**config.mk**
```make
export PLATFORM = sky130hd
export DESIGN_NAME = battery_charge_from_adc
export DESIGN_NICKNAME = d
export VERILOG_FILES = /design/src/bcadc_pkg.sv /design/src/bcadc_dp.sv /design/src/bcadc_ctrl.sv /design/src/battery_charge_from_adc.sv
export SDC_FILE = /design/constraint.sdc
export NUM_CORES = 2
export LEC_CHECK = 0
export ABC_AREA = 1
export BUFFER_PORTS_ARGS = -buffer_cell sky130_fd_sc_hd__buf_2
export CORE_MARGIN = 5
export CORE_UTILIZATION = 30
export CTS_BUF_LIST = sky130_fd_sc_hd__clkbuf_2
export CTS_CLUSTER_DIAMETER = 60
export CTS_CLUSTER_SIZE = 14
export DETAILED_ROUTE_END_ITERATION = 8
export MAX_ROUTING_LAYER = met4
export PLACE_DENSITY = 0.4
export SYNTH_ARGS = -nofsm -noshare
export SYNTH_HDL_FRONTEND = slang
export SYNTH_SLANG_ARGS = --single-unit
```
**constraint.sdc**
```tcl
create_clock -name clock -period 12.45 [get_ports clock]
set_input_delay 3.1125 -clock clock [delete_from_list [all_inputs] [get_ports clock]]
set_output_delay 3.1125 -clock clock [all_outputs]
set_load 0.01 [all_outputs]
```
**src/bcadc_pkg.sv**
```systemverilog
// ----------------------------------------------------------------------------
// Battery charge gauge package
// Shared widths, codes, control structs and the breakpoint curves used by the
// sequencer and the datapath of the battery charge gauge.
// ----------------------------------------------------------------------------
package bcadc_pkg;

   // Default and fixed sizes
   localparam int MAX_POINTS_DEFAULT = 8;
   localparam int CURVE_POINTS       = 8;
   localparam int PT_W               = $clog2(CURVE_POINTS);
   localparam int COUNT_W            = $clog2(CURVE_POINTS + 1);
   localparam int RAW_W              = 16;
   localparam int MV_W               = 20;
   localparam int LEVEL_W            = 16;
   localparam int CHEM_W             = 2;
   localparam int BP_W               = 14;

   // Millivolt scaling: mv = raw * 9175 / 1000 = raw * 367 / 40, truncated.
   // The divide by 40 drops three bits and then divides by 5 with a
   // reciprocal multiply, which is exact for any 22-bit value.
   localparam int SCALE_W            = 14;
   localparam logic [SCALE_W-1:0] MV_SCALE_NUM = 14'd367;
   localparam int MV_PRE_SHIFT       = 3;
   localparam int MV_RECIP_SHIFT     = 22;
   localparam int MV_RECIP_W         = 20;
   localparam logic [MV_RECIP_W-1:0] MV_RECIP = 20'd838861;

   // Shared multiplier and restoring divider
   localparam int MUL_W              = 22;
   localparam int PROD_W             = 2 * MUL_W;
   localparam int DIVIDEND_W         = 30;
   localparam int DIVISOR_W          = 10;
   localparam int REM_W              = DIVISOR_W + 1;
   localparam int DIV_STEPS          = DIVIDEND_W;
   localparam int STEP_W             = $clog2(DIV_STEPS);

   typedef enum logic [CHEM_W-1:0] {
      CHEM_LIFEPO4 = 2'd0,
      CHEM_LIPO    = 2'd1,
      CHEM_NIMH    = 2'd2,
      CHEM_UNKNOWN = 2'd3
   } chem_type;

   typedef enum logic [3:0] {
      ST_IDLE,
      ST_SCALE_MV,
      ST_CHECK,
      ST_SEARCH,
      ST_MUL_SEG,
      ST_DIV_SEG,
      ST_INTERP,
      ST_DONE
   } state_type;

   typedef enum logic [2:0] {
      OP_NONE,
      OP_MUL_MV,
      OP_DIV_STEP,
      OP_MV_STORE,
      OP_MUL_SEG,
      OP_LVL_INTERP,
      OP_LVL_ZERO,
      OP_LVL_LAST
   } dp_op_type;

   typedef struct packed {
      dp_op_type       op;
      logic [PT_W-1:0] idx;
   } ctrl_type;

   typedef struct packed {
      logic mv_low;    // voltage below the first breakpoint plus one millivolt
      logic mv_below;  // voltage below the breakpoint after the selected one
   } status_type;

   // Number of breakpoints in each curve.
   function automatic logic [COUNT_W-1:0] curve_count(input chem_type chem);
      logic [COUNT_W-1:0] cnt;
      unique case (chem)
         CHEM_LIFEPO4: cnt = 4'd5;
         CHEM_LIPO:    cnt = 4'd8;
         CHEM_NIMH:    cnt = 4'd5;
         default:      cnt = 4'd0;
      endcase
      return cnt;
   endfunction

   // Breakpoint voltage in millivolts.
   function automatic logic [BP_W-1:0] curve_mv(input chem_type chem,
                                                input logic [PT_W-1:0] idx);
      logic [BP_W-1:0] mv;
      mv = '0;
      unique case (chem)
         CHEM_LIFEPO4: begin
            unique case (idx)
               3'd0:    mv = 14'd5650;
               3'd1:    mv = 14'd6413;
               3'd2:    mv = 14'd6652;
               3'd3:    mv = 14'd6707;
               3'd4:    mv = 14'd6760;
               default: mv = '0;
            endcase
         end
         CHEM_LIPO: begin
            unique case (idx)
               3'd0:    mv = 14'd7300;
               3'd1:    mv = 14'd7350;
               3'd2:    mv = 14'd7400;
               3'd3:    mv = 14'd7500;
               3'd4:    mv = 14'd7600;
               3'd5:    mv = 14'd7700;
               3'd6:    mv = 14'd7800;
               3'd7:    mv = 14'd8400;
               default: mv = '0;
            endcase
         end
         CHEM_NIMH: begin
            unique case (idx)
               3'd0:    mv = 14'd6300;
               3'd1:    mv = 14'd6600;
               3'd2:    mv = 14'd7200;
               3'd3:    mv = 14'd7800;
               3'd4:    mv = 14'd8400;
               default: mv = '0;
            endcase
         end
         default: mv = '0;
      endcase
      return mv;
   endfunction

   // Charge level at a breakpoint in Q1.15.
   function automatic logic [LEVEL_W-1:0] curve_level(input chem_type chem,
                                                      input logic [PT_W-1:0] idx);
      logic [LEVEL_W-1:0] lvl;
      lvl = '0;
      unique case (chem)
         CHEM_LIFEPO4: begin
            unique case (idx)
               3'd0:    lvl = 16'd0;
               3'd1:    lvl = 16'd2130;
               3'd2:    lvl = 16'd13763;
               3'd3:    lvl = 16'd24904;
               3'd4:    lvl = 16'd32768;
               default: lvl = '0;
            endcase
         end
         CHEM_LIPO: begin
            unique case (idx)
               3'd0:    lvl = 16'd0;
               3'd1:    lvl = 16'd3277;
               3'd2:    lvl = 16'd6554;
               3'd3:    lvl = 16'd13107;
               3'd4:    lvl = 16'd16384;
               3'd5:    lvl = 16'd19661;
               3'd6:    lvl = 16'd26214;
               3'd7:    lvl = 16'd32768;
               default: lvl = '0;
            endcase
         end
         CHEM_NIMH: begin
            unique case (idx)
               3'd0:    lvl = 16'd0;
               3'd1:    lvl = 16'd8192;
               3'd2:    lvl = 16'd16384;
               3'd3:    lvl = 16'd24576;
               3'd4:    lvl = 16'd32768;
               default: lvl = '0;
            endcase
         end
         default: lvl = '0;
      endcase
      return lvl;
   endfunction

endpackage

```
**src/bcadc_dp.sv**
```systemverilog
// ----------------------------------------------------------------------------
// Battery charge gauge datapath
// One shared 22x22 multiplier, a one-bit-per-cycle restoring divider for the
// interpolation, the breakpoint compares and the result registers.
// ----------------------------------------------------------------------------
module bcadc_dp (
   input  logic                           clock,
   input  bcadc_pkg::ctrl_type            ctrl,
   input  bcadc_pkg::chem_type            chem,
   input  logic [bcadc_pkg::RAW_W-1:0]    raw_reading,
   output bcadc_pkg::status_type          status,
   output logic [bcadc_pkg::MV_W-1:0]     voltage_mv,
   output logic [bcadc_pkg::LEVEL_W-1:0]  charge_level
);

   logic [bcadc_pkg::DIVIDEND_W-1:0] dividend_ff, dividend_in;
   logic [bcadc_pkg::REM_W-1:0]      rem_ff, rem_in;
   logic [bcadc_pkg::DIVISOR_W-1:0]  divisor_ff, divisor_in;
   logic [bcadc_pkg::MV_W-1:0]       mv_ff, mv_in;
   logic [bcadc_pkg::LEVEL_W-1:0]    level_ff, level_in;

   logic [bcadc_pkg::MUL_W-1:0]      mul_a, mul_b;
   logic [bcadc_pkg::PROD_W-1:0]     product;
   logic [bcadc_pkg::REM_W:0]        rem_shift;
   logic                             rem_ge;
   logic [bcadc_pkg::PT_W-1:0]       idx_next;
   logic [bcadc_pkg::BP_W-1:0]       x_lo, x_hi;
   logic [bcadc_pkg::LEVEL_W-1:0]    y_lo, y_hi;

   assign idx_next = ctrl.idx + bcadc_pkg::PT_W'(1);
   assign x_lo     = bcadc_pkg::curve_mv(chem, ctrl.idx);
   assign x_hi     = bcadc_pkg::curve_mv(chem, idx_next);
   assign y_lo     = bcadc_pkg::curve_level(chem, ctrl.idx);
   assign y_hi     = bcadc_pkg::curve_level(chem, idx_next);

   // Shared multiplier operands.
   always_comb begin
      unique case (ctrl.op)
         bcadc_pkg::OP_MUL_SEG: begin
            mul_a = bcadc_pkg::MUL_W'(y_hi - y_lo);
            mul_b = bcadc_pkg::MUL_W'(mv_ff - bcadc_pkg::MV_W'(x_lo));
         end
         bcadc_pkg::OP_MV_STORE: begin
            // Reading times 367 with the low three bits dropped, times 1/5.
            mul_a = dividend_ff[bcadc_pkg::MV_PRE_SHIFT +: bcadc_pkg::MUL_W];
            mul_b = bcadc_pkg::MUL_W'(bcadc_pkg::MV_RECIP);
         end
         default: begin
            mul_a = bcadc_pkg::MUL_W'(raw_reading);
            mul_b = bcadc_pkg::MUL_W'(bcadc_pkg::MV_SCALE_NUM);
         end
      endcase
   end

   assign product = mul_a * mul_b;

   // Restoring division step; quotient bits shift in behind the dividend.
   assign rem_shift = {rem_ff, dividend_ff[bcadc_pkg::DIVIDEND_W-1]};
   assign rem_ge    = rem_shift >= (bcadc_pkg::REM_W+1)'(divisor_ff);

   always_comb begin
      dividend_in = dividend_ff;
      rem_in      = rem_ff;
      divisor_in  = divisor_ff;
      mv_in       = mv_ff;
      level_in    = level_ff;
      unique case (ctrl.op)
         bcadc_pkg::OP_MUL_MV: begin
            dividend_in = bcadc_pkg::DIVIDEND_W'(product);
         end
         bcadc_pkg::OP_MUL_SEG: begin
            dividend_in = bcadc_pkg::DIVIDEND_W'(product);
            rem_in      = '0;
            divisor_in  = bcadc_pkg::DIVISOR_W'(x_hi - x_lo);
         end
         bcadc_pkg::OP_DIV_STEP: begin
            dividend_in = {dividend_ff[bcadc_pkg::DIVIDEND_W-2:0], rem_ge};
            rem_in      = rem_ge
                          ? bcadc_pkg::REM_W'(rem_shift - (bcadc_pkg::REM_W+1)'(divisor_ff))
                          : bcadc_pkg::REM_W'(rem_shift);
         end
         bcadc_pkg::OP_MV_STORE:
            mv_in    = product[bcadc_pkg::MV_RECIP_SHIFT +: bcadc_pkg::MV_W];
         bcadc_pkg::OP_LVL_INTERP: level_in = y_lo + bcadc_pkg::LEVEL_W'(dividend_ff);
         bcadc_pkg::OP_LVL_ZERO:   level_in = '0;
         bcadc_pkg::OP_LVL_LAST:   level_in = y_hi;
         default: ;
      endcase
   end

   always_ff @(posedge clock) begin
      dividend_ff <= dividend_in;
      rem_ff      <= rem_in;
      divisor_ff  <= divisor_in;
      mv_ff       <= mv_in;
      level_ff    <= level_in;
   end

   assign status.mv_low   = mv_ff < (bcadc_pkg::MV_W'(bcadc_pkg::curve_mv(chem, '0))
                                     + bcadc_pkg::MV_W'(1));
   assign status.mv_below = mv_ff < bcadc_pkg::MV_W'(x_hi);

   assign voltage_mv   = mv_ff;
   assign charge_level = level_ff;

endmodule

```
**src/bcadc_ctrl.sv**
```systemverilog
// ----------------------------------------------------------------------------
// Battery charge gauge sequencer
// Steps the shared datapath through scaling, the segment search and the
// interpolation, and raises the result strobe.
// ----------------------------------------------------------------------------
module bcadc_ctrl #(
   parameter int MAX_POINTS = bcadc_pkg::MAX_POINTS_DEFAULT
) (
   input  logic                  clock,
   input  logic                  reset,
   input  logic                  start,
   input  bcadc_pkg::chem_type   chem,
   input  bcadc_pkg::status_type status,
   output bcadc_pkg::ctrl_type   ctrl,
   output logic                  busy,
   output logic                  done
);

   localparam int CNT_W = $clog2(MAX_POINTS + 1);
   localparam logic [bcadc_pkg::STEP_W-1:0] STEP_LAST =
      bcadc_pkg::STEP_W'(bcadc_pkg::DIV_STEPS - 1);

   bcadc_pkg::state_type state_ff, state_in;
   logic [CNT_W-1:0]                seg_ff, seg_in;
   logic [bcadc_pkg::STEP_W-1:0]    step_ff, step_in;
   logic [bcadc_pkg::COUNT_W-1:0]   count;
   logic [CNT_W-1:0]                n_pts;
   logic                            last_seg;
   logic                            div_last;

   // Points in use: the curve length, capped by the parameter.
   assign count    = bcadc_pkg::curve_count(chem);
   assign n_pts    = (int'(count) > MAX_POINTS) ? CNT_W'(MAX_POINTS) : CNT_W'(count);
   assign last_seg = ({1'b0, seg_ff} + (CNT_W+1)'(2)) >= {1'b0, n_pts};
   assign div_last = step_ff == STEP_LAST;

   // Next state.
   always_comb begin
      state_in = state_ff;
      unique case (state_ff)
         bcadc_pkg::ST_IDLE:     if (start) state_in = bcadc_pkg::ST_SCALE_MV;
         bcadc_pkg::ST_SCALE_MV: state_in = bcadc_pkg::ST_CHECK;
         bcadc_pkg::ST_CHECK: begin
            if (chem == bcadc_pkg::CHEM_UNKNOWN || status.mv_low) begin
               state_in = bcadc_pkg::ST_DONE;
            end else begin
               state_in = bcadc_pkg::ST_SEARCH;
            end
         end
         bcadc_pkg::ST_SEARCH: begin
            priority if (status.mv_below) state_in = bcadc_pkg::ST_MUL_SEG;
            else if (last_seg)            state_in = bcadc_pkg::ST_DONE;
            else                          state_in = bcadc_pkg::ST_SEARCH;
         end
         bcadc_pkg::ST_MUL_SEG: state_in = bcadc_pkg::ST_DIV_SEG;
         bcadc_pkg::ST_DIV_SEG: if (div_last) state_in = bcadc_pkg::ST_INTERP;
         bcadc_pkg::ST_INTERP:  state_in = bcadc_pkg::ST_DONE;
         bcadc_pkg::ST_DONE:    state_in = bcadc_pkg::ST_IDLE;
         default:               state_in = bcadc_pkg::ST_IDLE;
      endcase
   end

   // Datapath operation and handshake outputs. On the last segment the
   // upper breakpoint of that segment is the last point of the curve.
   always_comb begin
      ctrl.op  = bcadc_pkg::OP_NONE;
      ctrl.idx = bcadc_pkg::PT_W'(seg_ff);
      busy     = state_ff != bcadc_pkg::ST_IDLE;
      done     = state_ff == bcadc_pkg::ST_DONE;
      unique case (state_ff)
         bcadc_pkg::ST_IDLE:     if (start) ctrl.op = bcadc_pkg::OP_MUL_MV;
         bcadc_pkg::ST_DIV_SEG:  ctrl.op = bcadc_pkg::OP_DIV_STEP;
         bcadc_pkg::ST_SCALE_MV: ctrl.op = bcadc_pkg::OP_MV_STORE;
         bcadc_pkg::ST_CHECK: begin
            if (chem == bcadc_pkg::CHEM_UNKNOWN || status.mv_low) begin
               ctrl.op = bcadc_pkg::OP_LVL_ZERO;
            end
         end
         bcadc_pkg::ST_SEARCH: begin
            if (!status.mv_below && last_seg) begin
               ctrl.op = bcadc_pkg::OP_LVL_LAST;
            end
         end
         bcadc_pkg::ST_MUL_SEG: ctrl.op = bcadc_pkg::OP_MUL_SEG;
         bcadc_pkg::ST_INTERP:  ctrl.op = bcadc_pkg::OP_LVL_INTERP;
         default: ;
      endcase
   end

   // Segment and division step counters.
   always_comb begin
      seg_in  = seg_ff;
      step_in = step_ff;
      unique case (state_ff)
         bcadc_pkg::ST_DIV_SEG: step_in = step_ff + bcadc_pkg::STEP_W'(1);
         bcadc_pkg::ST_CHECK:   seg_in  = '0;
         bcadc_pkg::ST_SEARCH: begin
            if (!status.mv_below && !last_seg) seg_in = seg_ff + CNT_W'(1);
         end
         default: step_in = '0;
      endcase
   end

   always_ff @(posedge clock) begin
      if (reset) begin
         state_ff <= bcadc_pkg::ST_IDLE;
         seg_ff   <= '0;
         step_ff  <= '0;
      end else begin
         state_ff <= state_in;
         seg_ff   <= seg_in;
         step_ff  <= step_in;
      end
   end

endmodule

```
**src/battery_charge_from_adc.sv**
```systemverilog
// ----------------------------------------------------------------------------
// Battery charge gauge from a raw ADC reading
// The result strobe comes soonest when the charge is zero and latest when the
// last segment is interpolated. A new request is taken only once the gauge
// is idle again; the time per request is set by the one-compare-per-cycle
// segment search and the shared restoring divider used for the interpolation.
// Reset (synchronous, active high) idles the sequencer and sets chemistry to
// LiFePO4. The receiver cannot stall: each result is shown for one cycle.
// ----------------------------------------------------------------------------
module battery_charge_from_adc #(
   parameter int MAX_POINTS = bcadc_pkg::MAX_POINTS_DEFAULT
) (
   input  logic                           clock,
   input  logic                           reset,
   // Request channel
   input  logic                           start,
   output logic                           busy,
   input  logic [bcadc_pkg::RAW_W-1:0]    req_raw_reading,
   // Result channel
   output logic                           rsp_valid,
   output logic [bcadc_pkg::LEVEL_W-1:0]  rsp_charge_level,
   output logic [bcadc_pkg::MV_W-1:0]     rsp_voltage_mv,
   // Configuration
   input  logic                           csr_write_en,
   input  logic [bcadc_pkg::CHEM_W-1:0]   csr_write_data
);

   // The chemistry register selects which breakpoint curve is used. The user
   // must write it only while the gauge is idle, so the sequencer and datapath
   // can read it directly for the whole request; the block does not enforce it.
   bcadc_pkg::chem_type   chemistry_ff, chemistry_in;
   bcadc_pkg::ctrl_type   ctrl;
   bcadc_pkg::status_type status;
   logic                  done;

   always_comb begin
      chemistry_in = chemistry_ff;
      if (csr_write_en) begin
         chemistry_in = bcadc_pkg::chem_type'(csr_write_data);
      end
   end

   always_ff @(posedge clock) begin
      if (reset) begin
         chemistry_ff <= bcadc_pkg::CHEM_LIFEPO4;
      end else begin
         chemistry_ff <= chemistry_in;
      end
   end

   // The sequencer walks each request through these phases: scale the
   // reading (multiply by 367, drop three bits, then multiply by the
   // reciprocal of 5, since 9175/1000 is 367/40), test for an unknown
   // chemistry or a voltage at or below the first breakpoint, search the segments
   // one compare per cycle, then interpolate inside the segment found with
   // one more multiply and a divide one bit per cycle.
   bcadc_ctrl #(
      .MAX_POINTS (MAX_POINTS)
   ) u_ctrl (
      .clock  (clock),
      .reset  (reset),
      .start  (start),
      .chem   (chemistry_ff),
      .status (status),
      .ctrl   (ctrl),
      .busy   (busy),
      .done   (done)
   );

   // The datapath holds the single multiplier shared by the millivolt
   // scaling and the interpolation, the divider, and the result registers.
   bcadc_dp u_dp (
      .clock        (clock),
      .ctrl         (ctrl),
      .chem         (chemistry_ff),
      .raw_reading  (req_raw_reading),
      .status       (status),
      .voltage_mv   (rsp_voltage_mv),
      .charge_level (rsp_charge_level)
   );

   // The result registers are final by the time the sequencer reaches its
   // done state, so the strobe is simply that state.
   assign rsp_valid = done;

   // A result strobe lasts exactly one cycle and the gauge goes idle after it.
   assert property (@(posedge clock) disable iff (reset)
      rsp_valid |=> (!rsp_valid && !busy))
      else $error("result strobe held longer than one cycle");

   // An accepted request always makes the gauge busy on the next cycle.
   assert property (@(posedge clock) disable iff (reset)
      (start && !busy) |=> busy)
      else $error("accepted request did not start the sequencer");

   // The charge level never exceeds full scale.
   assert property (@(posedge clock) disable iff (reset)
      rsp_valid |-> (rsp_charge_level <= bcadc_pkg::LEVEL_W'(32768)))
      else $error("charge level above full scale");

   // An unknown chemistry always reports zero charge.
   assert property (@(posedge clock) disable iff (reset)
      (rsp_valid && chemistry_ff == bcadc_pkg::CHEM_UNKNOWN) |->
         (rsp_charge_level == '0))
      else $error("unknown chemistry gave a nonzero charge level");

endmodule

```
* Yosys cells after proc, flatten, opt, wreduce, memory -nomap -nowiden
Memory sizes are Yosys's and may differ from the RTL's. A register that Yosys moved wholly into a read port is not among the register bits.
Cells that the tools add are included.
** Operators by class
- $add $sub $neg :: 10
- Multipliers :: 1
- $lt $le $gt $ge :: 5
- Equality and inequality tests :: 29
- Mux-type cells :: 38
- Reduce and logical (&&, ||, !) cells :: 19
** Operators by type and width (count)
- $pmux 16 s4 :: 4
- $pmux 16 s3 :: 3
- $pmux 14 s5 :: 2
- $pmux 13 s5 :: 2
- $pmux 22 s2 :: 2
- $pmux 14 s3 :: 2
- $pmux 30 s2 :: 1
- $mul 22x22->42 :: 1
- $pmux 13 s3 :: 1
- $pmux 4 s7 :: 1
- $mux 3 :: 8
- $pmux 11 s2 :: 1
- $pmux 3 s7 :: 1
- $sub 20x14->21 :: 1
- $lt 20x14->1 :: 1
- $lt 20x20->1 :: 1
- $mux 4 :: 5
- $eq 3x2->1 const B :: 6
- $eq 3x3->1 const B :: 6
- $sub 16x16->17 :: 1
- $add 16x16->16 :: 1
- $eq 4x3->1 const B :: 4
- $pmux 4 s2 :: 2
- $add 13x1->14 const B :: 1
- other kinds (31) :: 44
** Word-level totals
- Register bits after elaboration :: 102
- ROM bits :: 464
- Input port bits :: 22
- Output and inout port bits :: 38
- Memories :: 4
** Memories
- (no name shown) :: words 8, bits a word 16, rd ports 1, clocked after Yosys merged registers in 0, wr ports 0, RTL line bcadc_pkg.sv:150 : unique case (idx)
- (no name shown) :: words 8, bits a word 16, rd ports 1, clocked after Yosys merged registers in 1, wr ports 0, RTL line bcadc_pkg.sv:150
- (no name shown) :: words 8, bits a word 13, rd ports 1, clocked after Yosys merged registers in 0, wr ports 0, RTL line bcadc_pkg.sv:106 : unique case (idx)
- (no name shown) :: words 8, bits a word 13, rd ports 1, clocked after Yosys merged registers in 1, wr ports 0, RTL line bcadc_pkg.sv:106

* Longest topological paths before layout
- Word-level depth :: 13
- Depth in mapped cells :: 52

* Cells and area by module
A second synthesis with hierarchy kept.
** Unflattened totals
- Cells, all modules :: 3592
- Area total of the unflattened synthesis :: 26289.0 µm²
** By module, submodules not included
- bcadc_dp :: instances 1, cells each 3445, area each 25269.2 µm²
- bcadc_ctrl :: instances 1, cells each 134, area each 938.4 µm²
- battery_charge_from_adc :: instances 1, cells each 13, area each 81.3 µm²

* Worst setup path after synthesis
Ideal clock, no wire load.
- Path type :: input port to flip-flop
- Start :: input req_raw_reading[8] (netlist bit)
- End :: register u_dp.mv_ff, in the netlist u_dp.voltage_mv[1] (data pin)
- Setup time :: 0.255 ns
- Arrival :: 8.885 ns
- Required time :: 12.195 ns
- Setup slack :: 3.311 ns
- Stages :: 28
- Cells stage by stage :: or2_2 > nand2_2 > inv_2 > buf_6 > nand2_1 > fa_1 > inv_1 > fa_1 > inv_1 > fa_1 > inv_1 > fa_1 > inv_1 > fa_1 > inv_1 > fa_1 > inv_1 > fa_1 > inv_1 > ha_1 > a21o_1 > a21oi_1 > nand3_1 > a21oi_1 > o21ai_0 > nand2_1 > nand3b_1 > and2_1
** On the way
- Longest elaborated chain between the ends :: 2
** RTL lines
- start: declaration :: RTL line battery_charge_from_adc.sv:18 : input logic [bcadc_pkg::RAW_W-1:0] req_raw_reading,
- $pmux 22 s2 :: RTL line bcadc_dp.sv:38 : unique case (ctrl.op)
- $mul 22x22->42 :: RTL line bcadc_dp.sv:55 : assign product = mul_a * mul_b;
- via u_dp.product, one bit :: RTL line bcadc_dp.sv:23 : logic [bcadc_pkg::PROD_W-1:0] product;
- end signal: assignment :: RTL line bcadc_dp.sv:95 : mv_ff <= mv_in;
- end: declaration :: RTL line bcadc_dp.sv:19 : logic [bcadc_pkg::MV_W-1:0] mv_ff, mv_in;
The timed path passes the listed nets, and every way through them passes these cells.
A chain may end at the register's enable or synchronous reset.

* Final worst setup path
- Start :: register chemistry_ff[0]
- End :: register u_dp.mv_ff, in the netlist u_dp.voltage_mv[10] (data pin)
** On the way
- Longest elaborated chain between the ends :: 12
- Elaborated cells between the ends (all ways) :: 30
** RTL lines
- start: declaration :: RTL line battery_charge_from_adc.sv:31 : bcadc_pkg::chem_type chemistry_ff, chemistry_in;
- start signal: assignment :: RTL line battery_charge_from_adc.sv:45 : chemistry_ff <= bcadc_pkg::CHEM_LIFEPO4;
- start signal: assignment :: RTL line battery_charge_from_adc.sv:47 : chemistry_ff <= chemistry_in;
- parallel branches: the longest is 11 deep, another holds $lt 20x20->1
- $mul 22x22->42 (*) :: RTL line bcadc_dp.sv:55
- via u_dp.product, one bit :: RTL line bcadc_dp.sv:23
Mark *: on every way through the listed nets, which the timed path passes.

==> results.py <==
metrics = {
    "sta": {
        "worst_slew_pin_slew_ns": 1.13,
        "final_max_slew_viol_count": 0,
        "fin_setup_tns_ns": 0,
        "grt_setup_unrepaired": "false",
        "fin_crit_ns": 11.90,
        "relSlewSlack": 0.239,
        "setup_violations": 0,
        "post-route-period-util": 0.956,
        "finalHoldViolCount": 0,
        "fmax_ghz": 0.0840,
        "skew_ns": 0.0601,
    },
    "final_layout": {
        "instances_no_fill": 4593,
        "area_delta_synth_final_pct": 7.19,
        "seq_area_um2": 3230,
        "fillCellCount": 9517,
        "nNetsFinal": 4103,
        "multiInputGateArea_um2": 19500,
        "drive_gt1_frac": 0.0716,
        "stdcell_area_um2": 28100,
    },
    "floorplanning": {
        "start_util": 0.302,
        "core_area_um2": 86900,
        "rows": 108,
        "die_y_um": 306,
        "die_w_um": 306,
        "ios": 60,
        "die-area_um2": 93500,
    },
    "place": {
        "gp_congestion": 0.946,
        "port_buffers": 59,
        "place_inst": 4559,
        "hpwl_um": 83800,
        "placed_cell_area_um2": 27900,
    },
    "global_routing": {
        "grt_pass1_vias": 22600,
        "grt_overflow": 0,
        "antenna_found_initial": 2,
        "grt_max_degree": 43,
        "grtUsageTotal": 0.221,
        "grt_pass1_wl_um": 151000,
    },
    "routing": {
        "dr.pass1.iters": 6,
        "drt_iter0_markers": 1729,
        "viasPerCell": 4.82,
        "routed_wl_um": 100000,
        "drcViolationCount": 0,
        "wire_per_inst_um": 21.9,
        "via_count": 22100,
        "detail-route-antenna-nets": 0,
    },
    "setup_path": {
        "end_kind": "flip-flop",
        "startpoint": "chemistry_ff[0]",
        "start_kind": "flip-flop",
        "worst_path_largest_cell_delay_ns": 0.66,
        "crit_required_ns": 13.11,
        "slowest_stage": "fa_1",
        "crit_arrival_ns": 12.57,
        "cp_max_fo": 16,
        "critPathKind": "flip-flop to flip-flop",
        "rr_startpoint": "chemistry_ff[0]",
    },
    "logic_synthesis": {
        "synthTopCellsByArea": "fa_1 31%, ha_1 12%, inv_1 11%",
        "yosysWarningCount": 0,
        "synthCells": 3391,
        "synth-main-ff-cell": "edfxtp_1",
        "synth.largest_area_cell": "fa_1",
        "syn_nets": 4071,
        "synth_area_um2": 26300,
        "netlist_top_cells_count": "773 x inv_1, 695 x nand2_1, 401 x fa_1, 281 x nor2_1, 257 x ha_1",
        "yosysSeqAreaShare": 0.123,
        "ys_ff_latch": 118,
        "synthArstFlopShare": 0,
        "yosysTopAreaCellShare": 0.306,
        "synth_edf_count": 87,
        "synth.avg_cell_area_um2": 7.74,
        "synth_most_common_cell": "inv_1",
        "synth_cell_types": 63,
    },
    "clock_tree": {
        "cts_root_buf": "clkbuf_2",
        "cts_setup_buffers": 0,
        "cts_max_path_buffers": 2,
        "cts_buffers": 17,
        "cts_sinks": 118,
        "htree_levels": 4,
        "cts_tree": "built",
        "clk_latency_ns": 0.84,
        "clk_pin_slew_ns": 0.25,
    },
    "worst_hold_path": {
        "hold_path.class": "flip-flop to flip-flop",
        "worstHoldStart": "u_ctrl.step_ff[3]",
    },
    "status": {
        "status": "completed",
    },
    "job": {
        "maxCapViolations": 0,
    },
}
## worst max-delay path, delay by kind of cell (launching register included)
kind | cells | cell delay [ns]
buf+inv | 10 | 1.82
compound gates | 4 | 1.39
flops | 1 | 0.45
fa+ha+maj | 10 | 4.56
simple gates | 18 | 3.32
xor+xnor | 1 | 0.16
## metal layers
layer | GRT usage | vias up | wire (um)
met3 | 0.0242 | 63 | 4610
li1 | - | 10500 | -
met4 | 0.0313 | 0 | 1530
met2 | 0.340 | 580 | 45300
met5 | - | - | 0
met1 | 0.323 | 11000 | 49000
## worst paths after layout
path	to	slack [ns]	cells after the start
setup reg to reg	u_dp.voltage_mv[10]	0.55	43
hold / removal	u_ctrl.step_ff[3]	0.52	2
hold reg to reg	u_ctrl.step_ff[3]	0.52	2
setup / recovery	u_dp.voltage_mv[10]	0.55	43
## through the flow
step	hold slack, ns	worst slack, ns	util
2_1_floorplan	0.469	3.31	-
3_3_place_gp	0.491	0.522	0.321
3_5_place_dp	0.496	0.587	0.321
4_1_cts	0.522	0.494	0.324
5_1_grt	0.537	0.00443	0.324
6_report	0.519	0.548	0.324
## logic make-up (layout without fill, tap and decap cells)
group | after synthesis | in the layout | synth area share
simple gates | 1249 | 1249 | 0.200
buf+inv | 898 | 943 | 0.134
fa+ha+maj | 658 | 658 | 0.428
compound gates | 395 | 395 | 0.0900
flops | 118 | 118 | 0.123
xor+xnor | 73 | 73 | 0.0243
other cells | 0 | 2 | 0
## what timing repair did
action                     in CTS  in global routing
setup endpoints to repair       0                 10
hold buffers                    0                  0
resized for setup               0                  1
hold endpoints to repair        0                  0
## area by class of cell
cell class,count,area share
tap,1155,0.0513
clock inverter,14,0.00560
sequential,118,0.115
antenna,2,0.000178
timing repair buffer,109,0.0238
clock buffer,18,0.00320
inverter,802,0.107
multi-input combinational,2375,0.694
## layout by cell type, fill, tap and decap left out, drive strengths merged, types with 7 or more instances in the layout
cell type	netlist	final
nor2	288	288
a211oi	9	9
nor4	8	8
nand2	709	709
nand3	172	172
nand4	14	14
edfxtp	87	87
o21ai	147	147
xnor2	27	27
dfxtp	31	31
o21bai	7	7
buf	62	109
o21a	9	9
a31oi	15	15
xor2	46	46
nand3b	8	8
nor3	18	18
o211ai	10	10
or2	21	21
clkinv	3	8
a21boi	7	7
inv	799	804
ha	257	257
fa	401	401
clkbuf	34	18
a21o	19	19
a21oi	152	152
Power is not shown: default switching activity piles up to over one toggle a cycle in this logic, so the estimate is an artifact.
